**src/hdl/lrrb_pkg.sv**
```systemverilog
// Shared types and constants of the lapping record ring buffer.
// Depends on nothing; lrrb_front, lrrb_back and the top level import it.
`default_nettype none
package lrrb_pkg;

	localparam int RING_DEPTH_DEF = 4096;
	localparam int MAX_RECORD_DEF = 64;

	localparam int CFG_W = 13;
	localparam logic [CFG_W-1:0] CAP_RESET = 13'd4096;

	localparam logic [1:0] OP_WRITE  = 2'd0;
	localparam logic [1:0] OP_READ   = 2'd1;
	localparam logic [1:0] OP_OPEN   = 2'd2;
	localparam logic [1:0] OP_RESYNC = 2'd3;

	localparam logic [2:0] ST_OK         = 3'd0;
	localparam logic [2:0] ST_NOTHING    = 3'd1;
	localparam logic [2:0] ST_BEHIND     = 3'd2;
	localparam logic [2:0] ST_INVALID    = 3'd3;
	localparam logic [2:0] ST_NOT_OPENED = 3'd4;
	localparam logic [2:0] ST_DROPPED    = 3'd5;

	typedef struct packed {
		logic [1:0]  opcode;
		logic [7:0]  data_byte;
		logic        record_last;
		logic        stamp_on;
		logic [5:0]  stamp_pos;
		logic [63:0] stamp_value;
	} item_t;

	typedef struct packed {
		logic [2:0] status;
		logic [7:0] out_byte;
		logic [6:0] record_length;
		logic       last;
	} result_t;

	// Decoded command handed from the front end to the engine
	typedef struct packed {
		logic  is_write;
		logic  is_read;
		logic  is_open;
		item_t item;
	} cmd_t;

endpackage
`default_nettype wire

```
**src/hdl/lrrb_front.sv**
```systemverilog
// Front end: accepts items, decodes the opcode, queues commands for the engine.
// Depends on lrrb_pkg.
`default_nettype none
module lrrb_front (
	input  wire logic          clk,
	input  wire logic          arst_n,
	input  wire logic          item_valid,
	output logic               item_stall,
	input  wire lrrb_pkg::item_t item,
	output logic               cmd_valid,
	input  wire logic          cmd_pop,
	output lrrb_pkg::cmd_t     cmd
);
	import lrrb_pkg::*;

	cmd_t       q_q [2];
	logic       wr_ptr_q;
	logic       rd_ptr_q;
	logic [1:0] cnt_q;
	cmd_t       dec;
	logic       push;
	logic       pop;

	always_comb begin
		dec.is_write = (item.opcode == OP_WRITE);
		dec.is_read  = (item.opcode == OP_READ);
		dec.is_open  = (item.opcode == OP_OPEN);
		dec.item     = item;
	end

	assign item_stall = (cnt_q == 2'd2);
	assign push       = item_valid && !item_stall;
	assign cmd_valid  = (cnt_q != 2'd0);
	assign pop        = cmd_pop && cmd_valid;
	assign cmd        = q_q[rd_ptr_q];

	always_ff @(posedge clk) begin
		if (push) begin
			q_q[wr_ptr_q] <= dec;
		end
	end

	always_ff @(posedge clk or negedge arst_n) begin
		if (!arst_n) begin
			wr_ptr_q <= 1'b0;
			rd_ptr_q <= 1'b0;
			cnt_q    <= 2'd0;
		end else begin
			if (push) begin
				wr_ptr_q <= !wr_ptr_q;
			end
			if (pop) begin
				rd_ptr_q <= !rd_ptr_q;
			end
			if (push && !pop) begin
				cnt_q <= cnt_q + 2'd1;
			end else if (pop && !push) begin
				cnt_q <= cnt_q - 2'd1;
			end
		end
	end
endmodule
`default_nettype wire

```
**config.mk**
```make
export PLATFORM = sky130hd
export DESIGN_NAME = lrrb_front
export DESIGN_NICKNAME = d
export VERILOG_FILES = /design/src/hdl/lrrb_pkg.sv /design/src/hdl/lrrb_front.sv
export SDC_FILE = /design/constraint.sdc
export NUM_CORES = 1
export LEC_CHECK = 0
export BUFFER_PORTS_ARGS = -buffer_cell sky130_fd_sc_hd__buf_2
export CAP_MARGIN = 5
export CORE_UTILIZATION = 40
export DETAILED_ROUTE_END_ITERATION = 10
export GPL_TIMING_DRIVEN = 0
export PLACE_DENSITY = 0.67
export SLEW_MARGIN = 20
export SYNTH_ARGS = -nofsm -noshare
export SYNTH_HDL_FRONTEND = slang
export SYNTH_SLANG_ARGS = --single-unit
```
**constraint.sdc**
```tcl
create_clock -name clk -period 6.6 [get_ports clk]
set_clock_uncertainty 0.1 [all_clocks]
set_input_delay 1.32 -clock clk [delete_from_list [all_inputs] [get_ports clk]]
set_output_delay 1.32 -clock clk [all_outputs]
set_load 0.02 [all_outputs]
```
==> summary.md <==
| Metric | Value |
|---|---|
| Final worst path period need | `3.10 ns` |
| CP Capture Type | `output pin` |
| NetSw | `1.27 mW` |
| Synth Warn # | `0` |
| Root buffer cell | `clkbuf_16` |
| Seq pwr share | `0.387` |
| Drt total wl | `11500 um` |
| Comb power frac | `0.354` |
| Die ar. | `0.0169 sq mm` |
| Final Hold Viols | `0` |
| Total global routing overflow | `0` |
| Post-DP Area | `0.00786 sq mm` |
| Port Buf Inserts | `172` |
| Reg clk slew, reported paths | `0.06 ns` |
| Worst Hold Path EP | `cnt_q[1]` |
| Clock Power Share | `0.259` |
| Syn avg cell area | `22.8 sq um` |
| Post-route cell area | `0.00849 sq mm` |
| Switching part of the total | `0.312` |
| WP buf/inv | `4` |
| Total Routing Usage GR | `0.137` |
| Crit-path max FO | `10` |
| Detail Route Antenna Nets | `0` |
| CTS tree | `built` |
| Syn nets | `374` |
| Die X | `130 um` |
| Total clock buffers created by CTS | `17` |
| Area share of the largest cell type after synthesis | `0.779` |
| WL/cell | `16.2 um` |
| Worst path max stage delay | `0.37 ns` |
| Required @ worst endpoint | `5.18 ns` |
| RSZ-0062 raised after global routing | `no` |
| First-pass GRT wire length | `16800 um` |
| Critical path arrival | `1.68 ns` |
| Relative max-transition margin | `0.594` |
| Peak VDD IR | `0.239 mV` |
| Int Pwr | `2.80 mW` |
| Synth cell types | `18` |
| Filler instances | `1286` |
| Startpoint types | `flop` |
| HPWL after DPL | `7990 um` |
| # DRC | `0` |
| Initial DRC Count | `167` |
| Vias in the first global route | `3405` |
| Post-synth top cells | `edfxtp_1 (170), mux2_2 (45), mux2_4 (40)` |
| Clk sinks | `174` |
| Hold_buf cts | `0` |
| Gpl congestion | `0.656` |
| Hold path start | `cnt_q[1]` |
| H-tree levels | `4` |
| ANT cells | `0` |
| Top post-synthesis cells by area | `edfxtp_1 (78%), mux2_4 (9.2%), mux2_2 (7.7%)` |
| WS Path Type | `reg2out` |
| Reg2reg path depth | `3` |
| Largest net degree at the start of global routing | `48` |
| Layout cell share with drive strength beyond 1 | `0.618` |
| Post-CTS sizing | `0` |
| Post-CTS Setup Bufs | `0` |
| I/O pin total | `173` |
| Setup-failing EPs final | `0` |
| Top FF cell, synth | `edfxtp_1` |
| Crit path cell chain | `buf_6 > buf_8 > buf_12 > mux2_4 > buf_2` |
| Worst-Skew Late Latency | `0.41 ns` |
| Fmax | `0.323 GHz` |
| Fin util | `0.533` |
| Status | `complete, no violations` |
| Clock Path Buffers | `2` |
| P_leak | `3.31 nW` |
| Pre-antenna DRT Iters | `4` |
| Post-Syn Instances | `287` |
| MaxCap Viol Count | `0` |
| PwrDens | `478 mW/mm^2` |
| Syn Std Cell Area | `0.00655 sq mm` |
| Most numerous cell in the Yosys netlist | `edfxtp_1` |
| Register area share after synthesis | `0.794` |
| Post-synth EDFFs | `170` |
| Nets | `571` |
| R2r startpoint | `cnt_q[0]` |
| Final setup TNS | `0 ns` |
| Final Slew Violations | `0` |
| Chip height | `130 um` |
| Critical path origin | `rd_ptr_q` |
| Core area | `0.0159 sq mm` |
| Worst Tran Pin Value | `0.609 ns` |
| Worst r2r dst | `q_q[1][13]` |
| Row cnt | `46` |
| Async SR Flop Fraction | `0.0230` |
| FF-to-FF setup slack | `4.64 ns` |
| Vias per std cell | `4.60` |
| Area leader, netlist | `edfxtp_1` |
| Hold path depth | `1` |
| Starting Density | `0.411` |
| DR vias | `3281` |
| P&R area growth vs syn | `29.6%` |
| CP max-delay cell | `dfrtp_1` |
| Initial antenna violation count | `0` |
| Synthesized flop and latch total | `174` |
| Min-delay worst type | `reg2reg` |
| Top Family by Delay on Critical Path | `buffers and inverters` |
| Fin crit share | `0.469` |
## routing by layer
layer	GRT usage	routed length (um)	up-vias
met5	0	0	-
met4	0.0492	111	0
met3	0.0574	844	10
met2	0.237	5800	125
met1	0.152	4770	1617
li1	-	-	1529
## registers in the layout, summed over array words and instances (netlist names)
name      cells
q_q         170
wr_ptr_q      1
cnt_q         2
rd_ptr_q      1
## cell type report
cell class                      count  area (sq um)  share of cell area
Sequential cell                   174          5200               0.613
Multi-Input combinational cell    101          1230               0.144
Timing Repair Buffer              178          1030               0.121
Clock buffer                       17           425              0.0501
Tap cell                          216           270              0.0318
Clock inverter                     15           206              0.0243
Buffer                             10           126              0.0149
Inverter                            2          7.51            0.000884
## logic make-up after synthesis
| group | count (synthesis) | share of synthesized area |
|---|---|---|
| XOR/XNOR | 5 | 0.00668 |
| buffers and inverters | 12 | 0.0204 |
| AND/OR/NAND/NOR | 10 | 0.00764 |
| multiplexers | 85 | 0.169 |
| adder cells (fa/ha/maj) | 1 | 0.00191 |
| flip-flops | 174 | 0.794 |
## how the worst max path moves through the flow
stage,depth (start not counted),end
after floorplan,2,q_q[0][0]
after global placement,3,q_q[0][49]
after detailed placement,3,q_q[1][49]
after CTS,4,cmd[0]
after global routing,4,cmd[82]
final,5,cmd[38]
## cell usage in the layout, fill, tap and decap left out, drive strengths merged
cell type / count
buf: 188
edfxtp: 170
mux2: 85
clkbuf: 17
inv: 6
bufinv: 4
dfrtp: 4
clkinv: 4
xnor2: 3
clkinvlp: 3
nor2: 3
nor2b: 2
nand2: 2
xor2: 2
or2: 1
nand2b: 1
and3: 1
ha: 1
## power groups by stage
stage	logic, mW	clock network (mW)	registers (mW)
2_1_floorplan	0.998	0	1.60
3_3_place_gp	1.36	0	1.63
3_5_place_dp	1.47	0	1.60
4_1_cts	1.47	1.08	1.57
5_1_grt	1.54	1.12	1.59
6_report	1.44	1.05	1.57
## through the flow
stage	setup WS, ns	total power [mW]	hold slack (ns)	cells
final	3.50	4.06	0.418	713
after global placement	-1.13	2.99	0.373	675
after global routing	3.41	4.25	0.443	713
after floorplan	1.02	2.60	0.356	287
after detailed placement	3.79	3.06	0.403	681
after CTS	3.45	4.12	0.420	713
(Power assumes the default switching activity.)
